### src/rtl/chtab_pkg.sv
// Shared codes and controller/datapath handshake types for the chained hash table.
package chtab_pkg;

  localparam logic [2:0] OP_PUT    = 3'd0;
  localparam logic [2:0] OP_GET    = 3'd1;
  localparam logic [2:0] OP_REMOVE = 3'd2;
  localparam logic [2:0] OP_EXISTS = 3'd3;
  localparam logic [2:0] OP_CLEAR  = 3'd4;

  localparam logic [1:0] ST_OK    = 2'd0;
  localparam logic [1:0] ST_NOKEY = 2'd1;
  localparam logic [1:0] ST_FULL  = 2'd2;

  localparam int          CFG_BITS  = 7;
  localparam logic [6:0]  CFG_RESET = 7'd64;

  typedef struct packed {
    logic load;
    logic div_step;
    logic head_rd;
    logic head_take;
    logic node_rd;
    logic node_adv;
    logic act;
    logic link;
    logic finish;
  } cmd_t;

  typedef struct packed {
    logic       div_done;
    logic       walk_end;
    logic       key_match;
    logic       hit;
    logic       can_alloc;
    logic [2:0] op;
  } sts_t;

endpackage

### src/rtl/chtab_ctrl.sv
// Sequencer for one request: hash, head read, chain walk, update, result.
module chtab_ctrl (
  input  logic              clk,
  input  logic              rst_n,
  input  logic              start,
  input  logic [2:0]        in_op,
  output logic              busy,
  output chtab_pkg::cmd_t   cmd,
  input  chtab_pkg::sts_t   sts
);

  typedef enum logic [8:0] {
    S_IDLE = 9'b000000001,
    S_DIV  = 9'b000000010,
    S_HRD  = 9'b000000100,
    S_HTK  = 9'b000001000,
    S_CHK  = 9'b000010000,
    S_NWT  = 9'b000100000,
    S_ACT  = 9'b001000000,
    S_LNK  = 9'b010000000,
    S_DONE = 9'b100000000
  } state_t;

  state_t state_r, state_nxt;

  always_ff @(posedge clk) begin
    if (!rst_n) state_r <= S_IDLE;
    else        state_r <= state_nxt;
  end

  always_comb begin
    state_nxt = state_r;
    cmd       = '0;
    case (state_r)
      S_IDLE: begin
        if (start) begin
          cmd.load = 1'b1;
          if (in_op inside {[chtab_pkg::OP_CLEAR:3'd7]}) state_nxt = S_DONE;
          else                                           state_nxt = S_DIV;
        end
      end
      S_DIV: begin
        if (sts.div_done) state_nxt = S_HRD;
        else              cmd.div_step = 1'b1;
      end
      S_HRD: begin
        cmd.head_rd = 1'b1;
        state_nxt   = S_HTK;
      end
      S_HTK: begin
        cmd.head_take = 1'b1;
        state_nxt     = S_CHK;
      end
      S_CHK: begin
        if (sts.walk_end) begin
          state_nxt = S_ACT;
        end else begin
          cmd.node_rd = 1'b1;
          state_nxt   = S_NWT;
        end
      end
      S_NWT: begin
        cmd.node_adv = 1'b1;
        state_nxt    = sts.key_match ? S_ACT : S_CHK;
      end
      S_ACT: begin
        cmd.act = 1'b1;
        // new key: node written now, linked into its chain next cycle
        if (sts.op == chtab_pkg::OP_PUT && !sts.hit && sts.can_alloc) state_nxt = S_LNK;
        else                                                           state_nxt = S_DONE;
      end
      S_LNK: begin
        cmd.link  = 1'b1;
        state_nxt = S_DONE;
      end
      S_DONE: begin
        cmd.finish = 1'b1;
        state_nxt  = S_IDLE;
      end
      default: state_nxt = S_IDLE;
    endcase
  end

  assign busy = (state_r != S_IDLE);

endmodule

### config.mk
export PLATFORM = sky130hd
export DESIGN_NAME = chtab_ctrl
export DESIGN_NICKNAME = d
export VERILOG_FILES = /design/src/rtl/chtab_pkg.sv /design/src/rtl/chtab_ctrl.sv
export SDC_FILE = /design/constraint.sdc
export NUM_CORES = 1
export LEC_CHECK = 0
export ABC_CLOCK_PERIOD_IN_PS = 1500
export BUFFER_PORTS_ARGS = -buffer_cell sky130_fd_sc_hd__buf_4
export CORE_ASPECT_RATIO = 1.1
export CORE_MARGIN = 4
export CORE_UTILIZATION = 25
export CTS_BUF_LIST = sky130_fd_sc_hd__clkbuf_4 sky130_fd_sc_hd__clkbuf_8 sky130_fd_sc_hd__clkbuf_16
export DETAILED_ROUTE_END_ITERATION = 7
export GPL_TIMING_DRIVEN = 0
export PLACE_DENSITY = 0.53
export REMOVE_ABC_BUFFERS = 1
export SYNTH_ARGS = -nofsm -noshare
export SYNTH_HDL_FRONTEND = slang
export SYNTH_SLANG_ARGS = --single-unit
### constraint.sdc
create_clock -name clk -period 1.5 [get_ports clk]
set_input_delay 0.3 -clock clk [delete_from_list [all_inputs] [get_ports clk]]
set_output_delay 0.3 -clock clk [all_outputs]
set_load 0.01 [all_outputs]
Yosys cells after proc, flatten, opt, wreduce, memory -nomap -nowiden
Cells that the tools add are included.
W data, S select, Z words.
Storage, ports and cells
  logic and storage cells: 40
  latch bits: 0
  memory bits (read-only): 0
  flip-flop bits (word level): 9
  memories kept: 0
  RAM bits: 0
  input port bits: 14
Cells by class
  $lt $le $gt $ge: 2
  multiply operators: 0
  divide/modulo/power cells: 0
  reduce and logical (&&, ||, !) cells: 6
  add/subtract/negate cells: 0
  bitwise gates (word level): 0
  multiplexer cells: 19
  shift-type cells: 0
  equal/unequal tests: 12
Operators with widths (number)
  $pmux W9 S8: 1
  $mux W9: 4
  $mux W7: 2
  $mux W1: 12
  $eq A9 B1 Y1 const B: 1
  $eq A9 B2 Y1 const B: 1
  $eq A9 B3 Y1 const B: 1
  $eq A9 B4 Y1 const B: 1
  $eq A9 B5 Y1 const B: 1
  $eq A9 B6 Y1 const B: 1
  $eq A9 B7 Y1 const B: 1
  $eq A9 B8 Y1 const B: 1
  $eq A9 B9 Y1 const B: 1
  $ne A9 B1 Y1 const B: 1
  $ne A2 B2 Y1 const B: 2
  $ge A3 B3 Y1 const B: 1
  $le A3 B3 Y1 const B: 1
  $logic_and A1 B1 Y1: 3
  $logic_not A3 Y1: 1
  $reduce_and A2 Y1: 1
  $logic_not A1 Y1: 1

Longest topological paths before layout
Gate-level depths: netlist (run 1).
  depth in word-level cells: 5
  mapped depth: 5
  gate-level depth less buffers: 4

Least setup slack after synthesis (run 1)
Ideal clock, no wire load.
  kind: reg2out
  start point: reg state_r[1]
  end point: out cmd[0] (netlist bit)
  data required time: 1.200 ns
  data arrival time: 1.142 ns
  cell stages (with the launch flop): 5
  setup slack: 0.058 ns
  buffers on the path: 1
  path through: dfxtp_1 -> buf_6 -> nor2_4 -> nand3_2 -> nor4b_1
RTL lines
  from (decl): line chtab_ctrl.sv:24  | state_t state_r, state_nxt;
  from (signal assigned): line chtab_ctrl.sv:28  | else state_r <= state_nxt;
  to (decl): line chtab_ctrl.sv:8  | output chtab_pkg::cmd_t cmd,

==> flow_metrics.py, run 1 <==
metrics = {
    "logic_synthesis": {
        "synthXorXnorAreaFrac_pct": 4.118,
        "synth.avg_cell_area_um2": 8.396,
        "synthSimpleGateAreaFrac_pct": 48.82,
        "yosys_most_used_dff": "dfxtp_1",
        "synth.top_cell.area_share_pct": 28.24,
        "synth_top_family_by_area": "simple AND/OR/NAND/NOR gates",
        "synthAdderAreaFrac_pct": 0,
        "yosysUniqueCellTypes": 34,
        "async_reset_ff_share_pct": 0,
        "yosysTopAreaCell": "dfxtp_1",
        "synth-warning-count": 0,
        "synth_area_um2": 638.1,
        "yosysSeqAreaShare_pct": 28.24,
        "synth_compound_gate_area_share_pct": 11.76,
        "ys_seq_elements": 9,
        "synth_mux_area_share_pct": 0,
        "synth_area_leaders": "dfxtp_1, buf_6, xor2_1",
        "synthCells": 76,
        "synth-edff-count": 0,
    },
    "global_routing": {
        "grt_pass1_wl_um": 3008,
        "overflow": 0,
        "grtUsageTotal_pct": 11.22,
        "grt_pass1_vias": 702,
        "antenna_found_initial": 0,
        "grt_max_degree": 10,
    },
    "worst_setup_path": {
        "end_kind": "primary output",
        "r2r_end": "state_r[0]",
        "reg2reg_from": "state_r[1]",
        "r2r_cells": 7,
        "worstPathRequired_ns": 1.20,
        "startpoint_type": "flip-flop",
        "cp_max_fo": 4,
        "critPathKind": "reg -> out",
        "crit_start": "state_r[5]",
        "crit_path_end": "cmd[5]",
        "r2r_setup_slack_ns": 0.08,
        "arrival_ns": 1.37,
    },
    "outcome": {
        "violations": "negative setup slack",
        "status": "complete, but fails checks",
    },
    "route": {
        "routed_wl_um": 1839,
        "wl_per_cell_um": 12.60,
        "post-route-drc-count": 0,
        "dr.pass1.iters": 4,
        "ant_nets": 0,
        "dr_total_vias": 707,
        "via_per_inst": 4.842,
        "dr.first_iter.drc_count": 12,
    },
    "timing": {
        "slew_headroom_pct": 82.80,
        "min_period_ns": 1.672,
        "hold_viol_final": 0,
        "fmax_mhz": 598.2,
        "finalSetupViolCount": 10,
        "fin_crit_sh_pct": 111.4,
        "layout_setup_ws_ns": -0.1716,
        "rsz0062_at_grt": "yes",
        "worst_pin_slew_ns": 0.2544,
        "clock_skew_ns": 0.007311,
        "slew_viol_final": 0,
    },
    "die": {
        "top_level_ports": 24,
        "start_util_pct": 27.24,
        "rows": 18,
        "die_area_mm2": 0.003426,
        "die_h_um": 60.99,
        "core_area_mm2": 0.002342,
        "die_w_um": 56.17,
    },
    "flow_run": {
        "maxCapViolations": 0,
    },
    "cells_and_area": {
        "drive_gt1_share_pct": 59.48,
        "largest_reg_flops": 9,
        "top_register": "state_r",
        "fin_nets": 131,
        "final_area_mm2": 0.001070,
        "area_growth_pct": 67.65,
        "diodes": 0,
        "top_regs": "state_r x9",
    },
    "cts": {
        "cts_max_level": 1,
        "clockBufferDepth": 2,
        "clkSinkCount": 9,
        "clk_pin_slew_worst_paths_ns": 0.07,
        "cts_tree": "built",
        "cts_hold_buf": 0,
        "cts-buffers-inserted": 3,
        "cts-root-buf": "clkbuf_4",
        "clock_latency_ns": 0.26,
    },
    "placement": {
        "place_congestion": 0.7583,
        "hpwlAfterDp_um": 1200,
        "place_area_um2": 799.5,
        "pre_cts_ws_ns": -0.05828,
        "portBuffers": 21,
    },
    "pwr": {
        "p_seq_share_pct": 38.3,
        "clkPwrFrac_pct": 30.9,
        "power_density_mw_per_mm2": 629.9,
        "power_switching_uw": 200.0,
        "irDropWorstVdd_mv": 0.4263,
        "p_total_uw": 673.9,
        "switching_share_pct": 29.69,
        "intPower_uw": 473.8,
        "leakage_nw": 0.4745,
        "combPwrFrac_pct": 30.8,
    },
    "hold_path": {
        "min_path_type": "in -> reg",
    },
}
==> cell usage in the layout (no fill, tap or decap), types with 2 or more instances in the layout <==
cell,netlist,routed
nor3_4,1,2
inv_1,3,3
nor3_1,4,3
nand2_2,0,2
nor2b_1,2,2
o21a_1,2,2
o21ai_0,3,3
nand2_1,5,3
nand3_1,2,2
buf_6,3,5
xor2_1,3,3
dfxtp_4,0,5
dfxtp_2,0,4
nor2_1,6,6
a21oi_1,2,2
nor2_4,1,3
nand4_1,3,3
nor3b_1,3,2
and2_1,3,3
clkbuf_4,0,4
nor3b_2,2,3
buf_4,0,34
==> worst max-delay path: stages, from the launching register on <==
cell,delay [ns]
dfxtp_4,0.35
nor3_4,0.26
nand3_2,0.13
nor3b_2,0.20
buf_4,0.16
==> what timing repair did <==
action / in CTS / in global routing
pin swaps: 14 / 6
endpoints found under the setup margin: 10 / 10
resized for setup: 24 / 7
setup buffers: 12 / 6
==> how the worst min path moves through the flow <==
stage | end | start | cells after the start
after floorplan | state_r[0] | rst_n | 1
after global placement | state_r[2] | sts[7] | 3
after detailed placement | state_r[2] | sts[7] | 3
after CTS | state_r[2] | sts[7] | 3
after global routing | state_r[0] | rst_n | 2
final | state_r[2] | sts[7] | 3
==> synthesized netlist by cell type, drive strengths merged, types with 2 or more instances <==
| cell | n |
|---|---|
| nor4b | 2 |
| buf | 3 |
| dfxtp | 9 |
| inv | 3 |
| nor3 | 6 |
| o21ai | 4 |
| and2 | 3 |
| nor2 | 9 |
| nor2b | 2 |
| nor4 | 2 |
| nand4 | 3 |
| nor3b | 5 |
| o21a | 2 |
| a21oi | 2 |
| nand2 | 5 |
| and3 | 2 |
| nand3 | 4 |
| xor2 | 3 |
==> per-layer routing <==
layer	track usage, %	wire, µm	part of all wire [%]
met1	10.96	696	38
met2	22.87	1057	57
met3	4.894	85	4.6
met4	1.017	0	0
met5	0	0	0
==> area by class of cell <==
| cell class | count | area [µm²] |
|---|---|---|
| clock buffer | 4 | 30.03 |
| fill | 240 | 1272 |
| inverter | 3 | 11.26 |
| multi-input combinational | 61 | 475.5 |
| sequential | 9 | 203.9 |
| tap | 30 | 37.54 |
| timing repair buffer | 39 | 311.5 |
==> cells by family after synthesis <==
group	after synthesis
xor+xnor	3
flops	9
simple gates	46
buf+inv	6
compound gates	12
==> power by group through the flow <==
| stage | registers [mW] | logic, mW | clock network (mW) |
|---|---|---|---|
| after CTS | 0.259 | 0.186 | 0.214 |
| after global placement | 0.270 | 0.142 | 0 |
| after detailed placement | 0.269 | 0.142 | 0 |
| final | 0.258 | 0.207 | 0.208 |
| after global routing | 0.259 | 0.227 | 0.231 |
| after floorplan | 0.266 | 0.0845 | 0 |
==> stage by stage <==
step	hold slack, ns	util [%]	instances	setup TNS, ns
after floorplan	0.3786	-	73	0
after global placement	0.5583	34.13	124	-0.06433
after detailed placement	0.5610	34.13	124	-0.06492
after CTS	0.2857	42.31	140	-1.242
after global routing	0.2831	45.67	146	-2.133
final	0.2905	45.67	146	-1.237
(Power assumes the default switching activity.)
==> inputs of run 2 (changes only) <==
--- a/config.mk
+++ b/config.mk
@@ -5,6 +5,7 @@
 export SDC_FILE = /design/constraint.sdc
 export NUM_CORES = 1
 export LEC_CHECK = 0
+export ABC_AREA = 1
 export ABC_CLOCK_PERIOD_IN_PS = 1500
 export BUFFER_PORTS_ARGS = -buffer_cell sky130_fd_sc_hd__buf_4
 export CORE_ASPECT_RATIO = 1.1
@@ -13,7 +14,7 @@
 export CTS_BUF_LIST = sky130_fd_sc_hd__clkbuf_4 sky130_fd_sc_hd__clkbuf_8 sky130_fd_sc_hd__clkbuf_16
 export DETAILED_ROUTE_END_ITERATION = 7
 export GPL_TIMING_DRIVEN = 0
-export PLACE_DENSITY = 0.53
+export PLACE_DENSITY = 0.52
 export REMOVE_ABC_BUFFERS = 1
 export SYNTH_ARGS = -nofsm -noshare
 export SYNTH_HDL_FRONTEND = slang
==> run 2 against run 1 <==
The flow still finishes with violations (negative setup slack). Via count grew 20%. Synthesized area rose by 16%. Worst hold slack lost 0.079 ns. Sequential power increased by 14%. Critical path depth is the same. Routed wire length up 14%. Maximum frequency rose by 5.5%. Total power is 44% higher. Clock skew shrank 0.0017 ns. Clock power is 2% higher. Largest power group is now combinational logic.
==> flow_metrics.py, run 2 <==
metrics = {
    "logic_synthesis": {
        "synth-edff-count": 0,
        "synth.avg_cell_area_um2": 6.193,
        "synth_most_common_cell": "nand2_1",
        "synth-warning-count": 0,
        "synth.top_cell.area_share_pct": 24.24,
        "yosys_most_used_dff": "dfxtp_1",
        "yosysSeqAreaShare_pct": 24.24,
        "async_reset_ff_share_pct": 0,
        "ys_seq_elements": 9,
        "synth.top_cells.by_count": "nand2_1, inv_1, nor2_1",
        "synth_area_leaders": "dfxtp_1, nand2_1, inv_1",
        "synthCells": 120,
        "yosysTopAreaCell": "dfxtp_1",
        "yosysUniqueCellTypes": 20,
        "synth_area_um2": 743.2,
    },
    "route": {
        "post-route-drc-count": 0,
        "ant_nets": 0,
        "dr.pass1.iters": 4,
        "via_per_inst": 4.389,
        "routed_wl_um": 2101,
        "dr.first_iter.drc_count": 15,
        "dr_total_vias": 847,
        "wl_per_cell_um": 10.89,
    },
    "flow_run": {
        "maxCapViolations": 0,
    },
    "timing": {
        "fin_crit_sh_pct": 105.7,
        "finalSetupViolCount": 10,
        "fmax_mhz": 630.9,
        "slew_viol_final": 0,
        "layout_setup_ws_ns": -0.08511,
        "slew_headroom_pct": 86.29,
        "rsz0062_at_grt": "yes",
        "clock_skew_ns": 0.005647,
        "min_period_ns": 1.585,
        "hold_viol_final": 0,
        "worst_pin_slew_ns": 0.2039,
    },
    "die": {
        "die_w_um": 59.99,
        "top_level_ports": 24,
        "rows": 20,
        "core_area_mm2": 0.002803,
        "die_h_um": 65.19,
        "start_util_pct": 26.52,
        "die_area_mm2": 0.003910,
    },
    "placement": {
        "portBuffers": 21,
        "place_area_um2": 942.2,
        "hpwlAfterDp_um": 1502,
        "place_congestion": 0.7642,
        "pre_cts_ws_ns": 0.09024,
    },
    "cts": {
        "cts-buffers-inserted": 3,
        "clk_pin_slew_worst_paths_ns": 0.07,
        "cts_hold_buf": 0,
        "clockBufferDepth": 2,
        "clkSinkCount": 9,
        "cts_max_level": 1,
        "clock_latency_ns": 0.26,
        "cts-root-buf": "clkbuf_4",
        "cts_tree": "built",
    },
    "global_routing": {
        "grt_pass1_vias": 888,
        "grt_pass1_wl_um": 3477,
        "antenna_found_initial": 0,
        "grtUsageTotal_pct": 11.76,
        "grt_max_degree": 9,
        "overflow": 0,
    },
    "cells_and_area": {
        "mostFrequentLayoutCells": "buf_4, nand2_1, nor2_1, inv_1, inv_2",
        "final_core_util_pct": 42.10,
        "area_growth_pct": 58.75,
        "largest_reg_flops": 9,
        "diodes": 0,
        "final_area_mm2": 0.001180,
        "top_register": "state_r",
        "top_regs": "state_r x9",
        "layout_commonest_cell": "buf_4",
        "drive_gt1_share_pct": 55.00,
        "fin_nets": 175,
    },
    "pwr": {
        "irDropWorstVdd_mv": 0.4390,
        "power_density_mw_per_mm2": 823.9,
        "leakage_nw": 0.6147,
        "p_total_uw": 972.1,
    },
    "worst_setup_path": {
        "r2r_setup_slack_ns": 0.09,
        "worstPathRequired_ns": 1.20,
        "critPathKind": "reg -> out",
        "startpoint_type": "flip-flop",
        "cp_max_fo": 5,
        "end_kind": "primary output",
        "arrival_ns": 1.29,
    },
    "outcome": {
        "violations": "negative setup slack",
        "status": "complete, but fails checks",
    },
    "hold_path": {
        "min_path_type": "in -> reg",
    },
}
==> run 2: cell types whose count changed in the layout (fill, tap and decap cells not counted), sizes merged, moves of 5 or more <==
cell and change:
nor2 +20, nand3 +11, nand2 +27, inv +21
nor3b -5
==> run 2: final timing paths <==
check	cells after the start	end	from
hold / removal	2	state_r[5]	sts[6]
setup reg to reg	10	state_r[0]	state_r[1]
setup / recovery	4	cmd[0]	state_r[4]
hold reg to reg	4	state_r[7]	state_r[6]
==> run 2: what timing repair did <==
item,CTS,global route
endpoints found under the setup margin,10,11
buffers inserted,13,2
resized for setup,25,11
pin swaps,12,9
==> run 2: kinds of logic after synthesis <==
family	Yosys count	synth area share [%]
buffers and inverters	24	12.12
and+or+nand+nor	83	60.61
AOI/OAI and AO/OA	4	3.030
DFF	9	24.24
==> run 2: cell type report <==
| class | count | area, µm² |
|---|---|---|
| tap | 33 | 41.29 |
| timing repair buffer | 36 | 292.8 |
| sequential | 9 | 198.9 |
| clock buffer | 4 | 30.03 |
| inverter | 24 | 92.59 |
| multi-input combinational | 87 | 524.3 |
| fill | 313 | 1623 |
==> run 2: power breakdown <==
| part | internal, mW | switching (mW) | total [mW] |
|---|---|---|---|
| combinational | 0.218 | 0.248 | 0.465 |
| clock | 0.121 | 0.0911 | 0.212 |
| sequential | 0.259 | 0.0354 | 0.295 |
| total | 0.598 | 0.374 | 0.972 |
==> run 2: per-stage QoR <==
step	TNS (ns)	std cells	hold slack (ns)
floorplan	0	120	0.3781
global route	-1.340	193	0.2002
detailed placement	0	174	0.4941
finish	-0.5582	193	0.2118
global placement	0	174	0.4927
CTS	-0.5567	191	0.2021
==> run 2: layer usage <==
layer	share of wire (%)	vias up	GRT usage, %
li1	-	445	-
met1	42	373	13.05
met2	50	23	19.86
met3	5.4	6	2.750
met4	1.9	0	6.925
met5	0	-	0
==> run 2: worst max-delay path, cell delays in order (launching register included) <==
cell,delay [ns]
dfxtp_2,0.33
nor2_4,0.17
nand2_4,0.12
nor4_2,0.23
buf_4,0.16
==> inputs of run 3 (changes only) <==
--- a/config.mk
+++ b/config.mk
@@ -11,11 +11,11 @@
 export CORE_ASPECT_RATIO = 1.1
 export CORE_MARGIN = 4
 export CORE_UTILIZATION = 25
-export CTS_BUF_LIST = sky130_fd_sc_hd__clkbuf_4 sky130_fd_sc_hd__clkbuf_8 sky130_fd_sc_hd__clkbuf_16
 export DETAILED_ROUTE_END_ITERATION = 7
 export GPL_TIMING_DRIVEN = 0
 export PLACE_DENSITY = 0.52
 export REMOVE_ABC_BUFFERS = 1
+export SETUP_SLACK_MARGIN = 0.2
 export SYNTH_ARGS = -nofsm -noshare
 export SYNTH_HDL_FRONTEND = slang
 export SYNTH_SLANG_ARGS = --single-unit
==> run 3 against run 2 <==
The flow still finishes with violations (negative setup slack). First-iteration DRC count unchanged. Total power is 2.6% higher. Clock skew is 0.00087 ns lower. Largest power group unchanged.
==> flow_metrics.py, run 3 (synthesis gave the netlist of run 2 again) <==
metrics = {
    "cts": {
        "clk_pin_slew_worst_paths_ns": 0.07,
        "cts-root-buf": "clkbuf_4",
        "clock_latency_ns": 0.27,
        "clkSinkCount": 9,
        "cts_tree": "built",
        "cts-buffers-inserted": 3,
        "cts_max_level": 1,
        "clockBufferDepth": 2,
    },
    "timing": {
        "rsz0062_at_grt": "yes",
        "hold_viol_final": 0,
        "fmax_mhz": 623.8,
        "slew_headroom_pct": 86.24,
        "slew_viol_final": 0,
        "min_period_ns": 1.603,
        "hold_ws_ns": 0.2056,
        "clock_skew_ns": 0.004779,
        "worst_pin_slew_ns": 0.2046,
        "layout_setup_ws_ns": -0.1031,
        "finalSetupViolCount": 10,
        "fin_crit_sh_pct": 106.9,
    },
    "cells_and_area": {
        "final_area_mm2": 0.001301,
        "drive_gt1_share_pct": 59.88,
        "top_register": "state_r",
        "final_core_util_pct": 46.43,
        "fin_nets": 182,
        "top_regs": "state_r x9",
        "area_growth_pct": 75.08,
        "ff_latch_area_um2": 198.9,
        "mostFrequentLayoutCells": "buf_4, nand2_1, nor2_1, buf_6, inv_1",
        "layout_commonest_cell": "buf_4",
        "multi_input_comb_area_um2": 568.0,
        "diodes": 0,
        "nFillCells": 291,
        "largest_reg_flops": 9,
        "fin_cells": 200,
    },
    "route": {
        "post-route-drc-count": 0,
        "dr_total_vias": 880,
        "wl_per_cell_um": 10.66,
        "dr.pass1.iters": 4,
        "via_per_inst": 4.400,
        "dr.first_iter.drc_count": 15,
        "ant_nets": 0,
        "routed_wl_um": 2132,
    },
    "outcome": {
        "violations": "negative setup slack",
        "status": "complete, but fails checks",
    },
    "global_routing": {
        "grtUsageTotal_pct": 11.76,
        "overflow": 0,
        "grt_pass1_wl_um": 3498,
        "grt_pass1_vias": 899,
        "antenna_found_initial": 0,
        "grt_max_degree": 9,
    },
    "pwr": {
        "irDropWorstVdd_mv": 0.5254,
        "power_density_mw_per_mm2": 766.5,
        "leakage_nw": 0.6594,
    },
    "placement": {
        "place_congestion": 0.7642,
        "portBuffers": 21,
        "pre_cts_ws_ns": 0.09024,
        "dp_cells": 174,
        "hpwlAfterDp_um": 1502,
        "place_area_um2": 942.2,
    },
    "worst_setup_path": {
        "critPathKind": "reg -> out",
        "cp_max_fo": 3,
        "r2r_setup_slack_ns": 0.09,
        "arrival_ns": 1.30,
        "end_kind": "primary output",
        "startpoint_type": "flip-flop",
        "worstPathRequired_ns": 1.20,
    },
    "die": {
        "start_util_pct": 26.52,
        "die_area_mm2": 0.003910,
        "die_h_um": 65.19,
        "die_w_um": 59.99,
        "top_level_ports": 24,
        "core_area_mm2": 0.002803,
        "rows": 20,
    },
    "hold_path": {
        "min_path_type": "in -> reg",
    },
    "flow_run": {
        "maxCapViolations": 0,
    },
}
-- run 3: cell type report --
cell class	instances	area share, %
tap	33	3.173
clock buffer	4	2.019
inverter	24	7.308
multi-input combinational	87	43.65
timing repair buffer	43	28.56
sequential	9	15.29
-- run 3: metal layers --
metal	GRT usage [%]	vias up	wire, µm
li1	-	464	-
met5	0	-	0
met1	13.05	387	910
met4	5.817	0	52
met2	20.41	22	1059
met3	2.750	7	109
-- run 3: worst max-delay path: stages (launching register included) --
cell,delay [ns]
dfxtp_2,0.33
nor2_4,0.17
nand3_1,0.12
or2_4,0.27
inv_2,0.05
buf_6,0.09
-- run 3: what timing repair did --
item / CTS / global route
hold buffers: 0 / 0
setup buffers: 17 / 5
setup endpoints to repair: 10 / 15
pin swaps: 14 / 10
resized for setup: 32 / 23
-- run 3: where the power goes --
group / total [mW] / switching (mW) / internal, mW
Clock: 0.198 / 0.0945 / 0.103
Combinational: 0.505 / 0.265 / 0.240
Sequential: 0.295 / 0.0357 / 0.260
Total: 0.997 / 0.395 / 0.602
-- run 3: through the flow --
stage	setup TNS, ns	power, mW
2_1_floorplan	0	0.5525
3_3_place_gp	0	0.6530
3_5_place_dp	0	0.6569
4_1_cts	-0.5585	0.9423
5_1_grt	-1.442	1.078
6_report	-0.6698	0.9974
-- run 3: path summary, 6_finish.rpt --
path	startpoint	end	cells past startpoint
min	sts[6]	state_r[5]	2
max	state_r[4]	cmd[1]	5
max reg2reg	state_r[4]	state_r[8]	12
min reg2reg	state_r[6]	state_r[7]	4
